===== config.mk =====
export PLATFORM = sky130hd
export DESIGN_NAME = key_role_access_table
export DESIGN_NICKNAME = d
export VERILOG_FILES = /design/src/sv/kra_pkg.sv /design/src/sv/kra_key_store.sv /design/src/sv/kra_seq.sv /design/src/sv/key_role_access_table.sv
export SDC_FILE = /design/constraint.sdc
export NUM_CORES = 2
export LEC_CHECK = 0
export ABC_AREA = 1
export CORE_AREA = 2 2 525 371
export CTS_BUF_LIST = sky130_fd_sc_hd__clkbuf_4
export DETAILED_ROUTE_END_ITERATION = 7
export DIE_AREA = 0 0 527 373
export DONT_BUFFER_PORTS = 1
export GPL_TIMING_DRIVEN = 1
export PLACE_DENSITY = 0.7
export SYNTH_ARGS = -nofsm -noshare
export SYNTH_HDL_FRONTEND = slang
export SYNTH_SLANG_ARGS = --single-unit

===== constraint.sdc =====
create_clock -name clk -period 24.3 [get_ports clk]
set_input_delay 3.645 -clock clk [delete_from_list [all_inputs] [get_ports clk]]
set_output_delay 3.645 -clock clk [all_outputs]
set_load 0.05 [all_outputs]

===== src/sv/kra_pkg.sv =====
// Shared types and constants for the key and role access table.
// Beat payload structs, status, role and mode codes, key store request.
// No dependencies.
`default_nettype none

package kra_pkg;

    localparam int KEY_W      = 256;
    localparam int WORD_W     = 64;
    localparam int SLOT_IDX_W = 4;
    localparam int GEN_W      = 32;

    typedef enum logic [1:0] {
        MODE_FIND   = 2'd0,
        MODE_ADD    = 2'd1,
        MODE_REVOKE = 2'd2,
        MODE_INIT   = 2'd3
    } kra_mode_t;

    typedef enum logic [1:0] {
        ROLE_NONE     = 2'd0,
        ROLE_OPERATOR = 2'd1,
        ROLE_ADMIN    = 2'd2,
        ROLE_RECOVERY = 2'd3
    } kra_role_t;

    typedef enum logic [2:0] {
        ST_OK        = 3'd0,
        ST_ARGUMENT  = 3'd1,
        ST_ROLE      = 3'd2,
        ST_DUPLICATE = 3'd3,
        ST_FULL      = 3'd4,
        ST_IMMUTABLE = 3'd5,
        ST_NOT_FOUND = 3'd6
    } kra_status_t;

    // Request beat
    typedef struct packed {
        logic [1:0]            mode;
        logic [WORD_W-1:0]     key_word0;
        logic [WORD_W-1:0]     key_word1;
        logic [WORD_W-1:0]     key_word2;
        logic [WORD_W-1:0]     key_word3;
        logic [1:0]            new_role;
        logic [SLOT_IDX_W-1:0] caller_idx;
        logic [SLOT_IDX_W-1:0] revoke_idx;
    } kra_in_t;

    // Response beat
    typedef struct packed {
        logic [2:0]            status;
        logic [SLOT_IDX_W-1:0] slot_index;
        logic [1:0]            role_found;
        logic [GEN_W-1:0]      generation_now;
    } kra_out_t;

    // Sequencer to key store: one read and one write port
    typedef struct packed {
        logic                  rd_en;
        logic [SLOT_IDX_W-1:0] rd_addr;
        logic                  wr_en;
        logic [SLOT_IDX_W-1:0] wr_addr;
    } kra_mem_req_t;

endpackage

`default_nettype wire


===== src/sv/kra_key_store.sv =====
// Key store: one 256-bit key row per slot, registered read, and the shared
// key comparator that checks the row read last against the operand key.
// Depends on kra_pkg.
`default_nettype none

module kra_key_store #(
    parameter int SLOT_COUNT = 8
) (
    input  wire                        clk,
    input  kra_pkg::kra_mem_req_t      mem_req,
    input  wire [kra_pkg::KEY_W-1:0]   key,
    output logic                       match
);
    import kra_pkg::*;

    localparam int IDX_W = $clog2(SLOT_COUNT);

    // Rows are qualified by the slot roles, so no reset is needed here
    logic [KEY_W-1:0] mem [SLOT_COUNT];
    logic [KEY_W-1:0] rd_data_reg;

    always_ff @(posedge clk)
    begin
        if (mem_req.wr_en)
        begin
            mem[mem_req.wr_addr[IDX_W-1:0]] <= key;
        end
        if (mem_req.rd_en)
        begin
            rd_data_reg <= mem[mem_req.rd_addr[IDX_W-1:0]];
        end
    end

    // Shared comparator
    assign match = (rd_data_reg == key);

endmodule

`default_nettype wire


===== src/sv/kra_seq.sv =====
// Operation sequencer: holds the slot roles and generation counter, runs
// the slot scan over the key store and builds one response per request.
// Depends on kra_pkg; drives kra_key_store through a kra_mem_req_t.
`default_nettype none

module kra_seq #(
    parameter int SLOT_COUNT = 8
) (
    input  wire                         clk,
    input  wire                         rst_n,
    input  wire                         req_valid,
    output logic                        req_stall,
    input  kra_pkg::kra_in_t            req,
    output logic                        res_valid,
    input  wire                         res_take,
    output kra_pkg::kra_out_t           res,
    output kra_pkg::kra_mem_req_t       mem_req,
    output logic [kra_pkg::KEY_W-1:0]   key,
    input  wire                         match
);
    import kra_pkg::*;

    localparam int IDX_W = $clog2(SLOT_COUNT);
    localparam int CNT_W = $clog2(SLOT_COUNT + 1);
    localparam int LIM_W = SLOT_IDX_W + 1;
    localparam logic [IDX_W-1:0] LAST_IDX = IDX_W'(SLOT_COUNT - 1);
    localparam logic [CNT_W-1:0] CNT_LIM  = CNT_W'(SLOT_COUNT);
    localparam logic [LIM_W-1:0] SLOT_LIM = LIM_W'(SLOT_COUNT);

    typedef enum logic [4:0] {
        S_IDLE  = 5'b00001,
        S_START = 5'b00010,
        S_SCAN  = 5'b00100,
        S_REV   = 5'b01000,
        S_EMIT  = 5'b10000
    } kra_state_t;

    kra_state_t             state_reg, state_next;
    logic [1:0]             roles_reg [SLOT_COUNT];
    logic [1:0]             roles_next [SLOT_COUNT];
    logic [GEN_W-1:0]       gen_reg, gen_next;
    logic [CNT_W-1:0]       iss_reg, iss_next;
    logic                   chk_vld_reg, chk_vld_next;
    logic [IDX_W-1:0]       chk_idx_reg, chk_idx_next;
    logic                   free_vld_reg, free_vld_next;
    logic [IDX_W-1:0]       free_idx_reg, free_idx_next;
    kra_in_t                op_reg;
    logic [2:0]             status_reg, status_next;
    logic [SLOT_IDX_W-1:0]  slot_reg, slot_next;
    logic [1:0]             role_reg, role_next;

    logic                   req_accept;
    logic                   op_key_zero;
    logic                   caller_ok;
    logic                   target_ok;
    logic [IDX_W-1:0]       role_idx;
    logic [1:0]             role_rd;
    logic                   rd_admin;
    logic                   hit;
    logic                   free_now_vld;
    logic [IDX_W-1:0]       free_now_idx;

    assign req_stall  = (state_reg != S_IDLE);
    assign req_accept = req_valid && !req_stall;
    assign res_valid  = (state_reg == S_EMIT);

    assign key = {op_reg.key_word3, op_reg.key_word2, op_reg.key_word1, op_reg.key_word0};
    assign op_key_zero = (key == '0);
    assign caller_ok = ({1'b0, op_reg.caller_idx} < SLOT_LIM);
    assign target_ok = ({1'b0, op_reg.revoke_idx} < SLOT_LIM);

    // Single role read port, address chosen by state
    always_comb
    begin
        case (state_reg)
            S_REV:   role_idx = op_reg.revoke_idx[IDX_W-1:0];
            S_SCAN:  role_idx = chk_idx_reg;
            default: role_idx = op_reg.caller_idx[IDX_W-1:0];
        endcase
    end
    assign role_rd  = roles_reg[role_idx];
    assign rd_admin = (role_rd == ROLE_ADMIN) || (role_rd == ROLE_RECOVERY);

    // Scan compare of the row read last cycle, plus first free slot above 0
    assign hit = chk_vld_reg && (role_rd != ROLE_NONE) && match;
    assign free_now_vld = free_vld_reg ||
                          (chk_vld_reg && (role_rd == ROLE_NONE) && (chk_idx_reg != '0));
    assign free_now_idx = free_vld_reg ? free_idx_reg : chk_idx_reg;

    assign res.status         = status_reg;
    assign res.slot_index     = slot_reg;
    assign res.role_found     = role_reg;
    assign res.generation_now = gen_reg;

    // Next state and datapath control
    always_comb
    begin
        state_next    = state_reg;
        roles_next    = roles_reg;
        gen_next      = gen_reg;
        iss_next      = iss_reg;
        chk_vld_next  = 1'b0;
        chk_idx_next  = chk_idx_reg;
        free_vld_next = free_vld_reg;
        free_idx_next = free_idx_reg;
        status_next   = status_reg;
        slot_next     = slot_reg;
        role_next     = role_reg;
        mem_req       = '0;

        case (state_reg)
            S_IDLE:
            begin
                if (req_accept)
                begin
                    state_next = S_START;
                end
            end

            S_START:
            begin
                status_next   = ST_OK;
                slot_next     = '0;
                role_next     = ROLE_NONE;
                iss_next      = '0;
                free_vld_next = 1'b0;
                state_next    = S_EMIT;
                case (op_reg.mode)
                    MODE_FIND:
                    begin
                        state_next = S_SCAN;
                    end
                    MODE_ADD:
                    begin
                        if (op_key_zero || !((op_reg.new_role == ROLE_OPERATOR) ||
                                             (op_reg.new_role == ROLE_ADMIN)))
                        begin
                            status_next = ST_ARGUMENT;
                        end
                        else if (!caller_ok || !rd_admin)
                        begin
                            status_next = ST_ROLE;
                        end
                        else
                        begin
                            state_next = S_SCAN;
                        end
                    end
                    MODE_REVOKE:
                    begin
                        if (!caller_ok || !target_ok)
                        begin
                            status_next = ST_ARGUMENT;
                        end
                        else if (!rd_admin)
                        begin
                            status_next = ST_ROLE;
                        end
                        else if (op_reg.revoke_idx == '0)
                        begin
                            status_next = ST_IMMUTABLE;
                        end
                        else
                        begin
                            state_next = S_REV;
                        end
                    end
                    default:
                    begin
                        // initialise
                        if (op_key_zero)
                        begin
                            status_next = ST_ARGUMENT;
                        end
                        else
                        begin
                            for (int s = 0; s < SLOT_COUNT; s++)
                            begin
                                roles_next[s] = ROLE_NONE;
                            end
                            roles_next[0]   = ROLE_RECOVERY;
                            mem_req.wr_en   = 1'b1;
                            mem_req.wr_addr = '0;
                            gen_next        = GEN_W'(1);
                        end
                    end
                endcase
            end

            S_REV:
            begin
                state_next = S_EMIT;
                if (role_rd == ROLE_NONE)
                begin
                    status_next = ST_NOT_FOUND;
                end
                else
                begin
                    roles_next[op_reg.revoke_idx[IDX_W-1:0]] = ROLE_NONE;
                    gen_next = gen_reg + GEN_W'(1);
                end
            end

            S_SCAN:
            begin
                // issue the next row read
                if (iss_reg < CNT_LIM)
                begin
                    mem_req.rd_en   = 1'b1;
                    mem_req.rd_addr = SLOT_IDX_W'(iss_reg);
                    iss_next        = iss_reg + CNT_W'(1);
                    chk_vld_next    = 1'b1;
                    chk_idx_next    = iss_reg[IDX_W-1:0];
                end
                free_vld_next = free_now_vld;
                free_idx_next = free_now_idx;

                // check the row read last cycle
                if (hit)
                begin
                    state_next = S_EMIT;
                    if (op_reg.mode == MODE_FIND)
                    begin
                        slot_next = SLOT_IDX_W'(chk_idx_reg);
                        role_next = role_rd;
                    end
                    else
                    begin
                        status_next = ST_DUPLICATE;
                    end
                end
                else if (chk_vld_reg && (chk_idx_reg == LAST_IDX))
                begin
                    state_next = S_EMIT;
                    if (op_reg.mode == MODE_FIND)
                    begin
                        status_next = ST_NOT_FOUND;
                    end
                    else if (free_now_vld)
                    begin
                        roles_next[free_now_idx] = op_reg.new_role;
                        mem_req.wr_en   = 1'b1;
                        mem_req.wr_addr = SLOT_IDX_W'(free_now_idx);
                        gen_next        = gen_reg + GEN_W'(1);
                        slot_next       = SLOT_IDX_W'(free_now_idx);
                    end
                    else
                    begin
                        status_next = ST_FULL;
                    end
                end
            end

            S_EMIT:
            begin
                if (res_take)
                begin
                    state_next = S_IDLE;
                end
            end

            default:
            begin
                state_next = S_IDLE;
            end
        endcase
    end

    // Control state
    always_ff @(posedge clk or negedge rst_n)
    begin
        if (!rst_n)
        begin
            state_reg   <= S_IDLE;
            gen_reg     <= '0;
            chk_vld_reg <= 1'b0;
            for (int s = 0; s < SLOT_COUNT; s++)
            begin
                roles_reg[s] <= ROLE_NONE;
            end
        end
        else
        begin
            state_reg   <= state_next;
            gen_reg     <= gen_next;
            chk_vld_reg <= chk_vld_next;
            roles_reg   <= roles_next;
        end
    end

    // Operand and working registers
    always_ff @(posedge clk)
    begin
        if (req_accept)
        begin
            op_reg <= req;
        end
        iss_reg      <= iss_next;
        chk_idx_reg  <= chk_idx_next;
        free_vld_reg <= free_vld_next;
        free_idx_reg <= free_idx_next;
        status_reg   <= status_next;
        slot_reg     <= slot_next;
        role_reg     <= role_next;
    end

endmodule

`default_nettype wire


===== src/sv/key_role_access_table.sv =====
// Top level of the key and role access table: sequencer, key store and
// response output register. Depends on kra_pkg, kra_seq, kra_key_store.
//
// Usage:
//   Request channel req / req_valid / req_stall carries one operation per
//   beat (find, add, revoke, initialise). Response channel rsp / rsp_valid /
//   rsp_stall returns exactly one beat per request, in order.
//   One request is worked on at a time; req_stall is high from the accept
//   until the result moves into the output register.
//   Find and add run a slot scan through the single key store read port
//   and key comparator, one slot per cycle, each row read registered
//   before its compare; a find or duplicate hit ends the scan early.
//   Revoke passes through a role check state; initialise and rejected
//   requests go from the start state straight to the response.
//   A waiting response sits in the output register while the next request
//   is accepted; a stalled receiver holds rsp stable and, once the
//   sequencer has a second result, holds req_stall high.
//   Reset empties every slot and clears the generation counter; the key
//   rows themselves are not cleared since an empty slot never matches.
`default_nettype none

module key_role_access_table #(
    parameter int SLOT_COUNT = 8
) (
    input  wire                 clk,
    input  wire                 rst_n,
    input  wire                 req_valid,
    output logic                req_stall,
    input  kra_pkg::kra_in_t    req,
    output logic                rsp_valid,
    input  wire                 rsp_stall,
    output kra_pkg::kra_out_t   rsp
);
    import kra_pkg::*;

    kra_mem_req_t        mem_req;
    logic [KEY_W-1:0]    key;
    logic                match;
    logic                res_valid;
    logic                res_take;
    kra_out_t            res;
    logic                rsp_valid_reg;
    kra_out_t            rsp_reg;

    kra_seq #(
        .SLOT_COUNT (SLOT_COUNT)
    ) u_seq (
        .clk       (clk),
        .rst_n     (rst_n),
        .req_valid (req_valid),
        .req_stall (req_stall),
        .req       (req),
        .res_valid (res_valid),
        .res_take  (res_take),
        .res       (res),
        .mem_req   (mem_req),
        .key       (key),
        .match     (match)
    );

    kra_key_store #(
        .SLOT_COUNT (SLOT_COUNT)
    ) u_store (
        .clk     (clk),
        .mem_req (mem_req),
        .key     (key),
        .match   (match)
    );

    // Output register: free when empty or being drained this cycle
    assign res_take = !rsp_valid_reg || !rsp_stall;

    always_ff @(posedge clk or negedge rst_n)
    begin
        if (!rst_n)
        begin
            rsp_valid_reg <= 1'b0;
        end
        else if (res_take)
        begin
            rsp_valid_reg <= res_valid;
        end
    end

    always_ff @(posedge clk)
    begin
        if (res_take && res_valid)
        begin
            rsp_reg <= res;
        end
    end

    assign rsp_valid = rsp_valid_reg;
    assign rsp       = rsp_reg;

endmodule

`default_nettype wire


==> out/summary.txt <==
Mapped Cells: 7291
Status: finished, violations left
Tot GR Track Use: 30.82%
IO buf count: 0
Setup violators final: 0
Core ar.: 191900 um^2
Die height: 373 um
Uppermost layer routed: met5
DR WL met2: 136900 um
Syn. warnings: 0
Vias in the first global route: 62450
Fin Clk Skew: 0.1522 ns
Global route overflow: 0
Drt wl/cell: 29.26 um
Via density: 6.372
Most common cell after layout, fill and taps aside: edfxtp_1
Hold_buf cts: 0
RSZ-0062 raised after global routing: no
Nets@finish: 7860
Initial antenna violation count: 93
Share of async-settable or async-resettable flops after synthesis: 2.048%
I/O pins: 315
Violated checks: design-rule violations
Pleak: 37.93 nW
Final-report hold violation count: 0
Rel. slew slack: 18.22%
CTS tree: built
H-tree levels: 6
Rows: 135
Critical Path Max Stage Delay: 0.95 ns
Pwr Total: 0.01025 W
Period minus WS final: 6.546 ns
Crit path kind: reg2reg
Final RePlAce weighted congestion: 0.9804
Post-route setup TNS: 0 ns
Slowest cell on crit path: xnor2_1
Maximum vdd ir drop: 0.07129 mV
DRC: 4
Clock buffer depth: 4
Most frequent cells in the layout: edfxtp_1, clkbuf_4, nand2_1, nor2_1, o21ai_0
# fillers: 14540
Initial Utilization: 54.64%
Pin count of the biggest net entering global routing: 224
Vias post-DR: 67560
Number of flip-flops under the largest register name: 2048
Avg Cell Area, Syn: 14.38 um^2
Post-CTS setup buffers: 0
Metal3 WL: 43720 um
Min-Delay Path Class: reg2reg
First-pass GRT wire length: 441500 um
Final worst path period share: 26.94%
Register area share after synthesis: 76.66%
Worst path required time: 25.10 ns
CTS clk-pin slew, worst paths: 0.07 ns
Least-Margin Pin Slew: 1.227 ns
Pwr dens: 89.10 nW/um^2
Fin. max-slew vios: 0
CP Launch Type: register
HPWL after DPL: 180300 um
Synthesis-to-finish area growth: 9.677%
CTS Buf Count: 627
Met1 Wirelength: 119500 um
Mapped Area: 104900 um^2
Final WL: 310200 um
Layout cells sized above 1: 17.90%
CP dominant cell by count: nor2_1
Hold Slack: 0.4374 ns
Post-synth EDFFs: 2631
Synthesized Nets: 7565
Max-Cap Viols: 0
Clk Latency, worst-skew pair: 1.28 ns
Critical path arrival: 7.35 ns
CP Max Fanout: 54
Die width: 527 um
Worst path cell trace: xnor2_1 > nand4_1 > nor2_1 > nand2_1 > nor2_1 > nand3_1 > nor2_1 > nand2_2 > nand2_1 > nor2_1 > o21ai_0 > nand2_1 > nor2_4 > buf_4 > buf_4
Die area: 196600 um^2
CTS Sinks: 2686
Drt first-iter violations: 10910
CTS Root Cell: clkbuf_4
Router iterations before antenna repair: 8
Dominant synthesized flop cell: edfxtp_1
DRT antenna net count: 0
Max Freq: 0.1528 GHz
#FFs+latches synth: 2686
Critical path endpoint category: register
Post-CTS sizing: 0
Yosys cell types: 52
==> logic make-up (layout without fill, tap and decap cells) <==
group,after synthesis,after routing,synth area share (%)
DFF,2686,2686,76.66
and+or+nand+nor,2254,2254,9.449
AOI/OAI and AO/OA,1447,1447,10.03
buffers and inverters,796,1517,2.951
xor gates and xnor gates,105,105,0.8771
adders and majority gates,2,2,0.02386
other,1,58,0.003577
==> metrics by stage <==
step | instance area, um^2 | util, % | cells | worst slack, ns
after floorplan | 104900 | - | 7291 | 8.648
after global placement | 107300 | 55.90 | 9490 | 18.03
after detailed placement | 107300 | 55.90 | 9490 | 18.08
final | 115000 | 59.93 | 10600 | 17.75
after CTS | 114800 | 59.85 | 10550 | 17.90
after global routing | 114900 | 59.89 | 10570 | 17.57
==> critical path, delay by kind of cell, from the launching register on <==
| kind | cells | cell delay, ns |
|---|---|---|
| flops | 1 | 0.57 |
| simple gates | 11 | 2.56 |
| buf+inv | 2 | 1.82 |
| compound gates | 1 | 0.09 |
| xor+xnor | 1 | 0.95 |
==> cells in the mapped netlist, drive strengths merged (2+ instances only) <==
cell / instances / area share, %
buf: 52 / 0.29
o21ai: 374 / 1.8
o32ai: 14 / 0.12
dfrtp: 54 / 1.3
a211oi: 88 / 0.63
nor3: 162 / 0.77
o221ai: 306 / 2.6
nand4: 94 / 0.57
o211ai: 207 / 1.5
xnor2: 80 / 0.67
o221a: 153 / 1.6
ha: 2 / 0.024
nand2: 831 / 3.0
a31oi: 260 / 1.6
clkbuf: 370 / 1.3
a21oi: 21 / 0.10
nor3b: 4 / 0.029
or2: 240 / 1.4
inv: 372 / 1.3
clkinv: 2 / 0.0072
nand3: 112 / 0.58
edfxtp: 2631 / 75
o22ai: 20 / 0.13
nor2: 765 / 2.8
nor4: 38 / 0.23
nand3b: 7 / 0.050
xor2: 25 / 0.21
==> metal layers <==
layer / vias up / global-route usage [%]
met2: 4967 / 44.29
met5: - / 0
li1: 28660 / -
met4: 46 / 11.18
met3: 625 / 9.693
met1: 33260 / 44.32
==> where the power goes <==
part / internal, W / leakage (nW) / switching [W] / total (W)
sequential: 0.00551 / 24.4 / 0.000410 / 0.00592
combinational: 0.000191 / 8.96 / 0.000596 / 0.000788
clock: 0.00176 / 4.53 / 0.00177 / 0.00354
total: 0.00747 / 37.9 / 0.00278 / 0.0102
==> cell type report <==
type                            instances  area (um^2)  share of cell area, %
Inverter                              374         1441                  1.253
Multi-Input combinational cell       3809        21460                  18.66
Clock inverter                        162        883.3                 0.7681
Sequential cell                      2686        80380                  69.90
Clock buffer                          893         6704                  5.830
Timing Repair Buffer                   88        810.8                 0.7050
Tap cell                             2534         3171                  2.757
Antenna cell                           57        142.6                 0.1240
==> final timing paths <==
path	from	end	slack, ns	cells past startpoint
worst max-delay path	u_seq.key[164]	u_store.mem[1][76]	17.75	15
worst min-delay path	u_seq.status_reg[2]	rsp[40]	0.44	0
worst max register to register	u_seq.key[164]	u_store.mem[1][76]	17.75	15
worst min register to register	u_seq.status_reg[2]	rsp[40]	0.44	0
max in group asynchronous	rst_n	u_seq.state_reg[0]	21.99	0
min in group asynchronous	rst_n	u_seq.roles_reg[3]	2.09	0
Note: power is estimated with default switching activity, not from simulation.
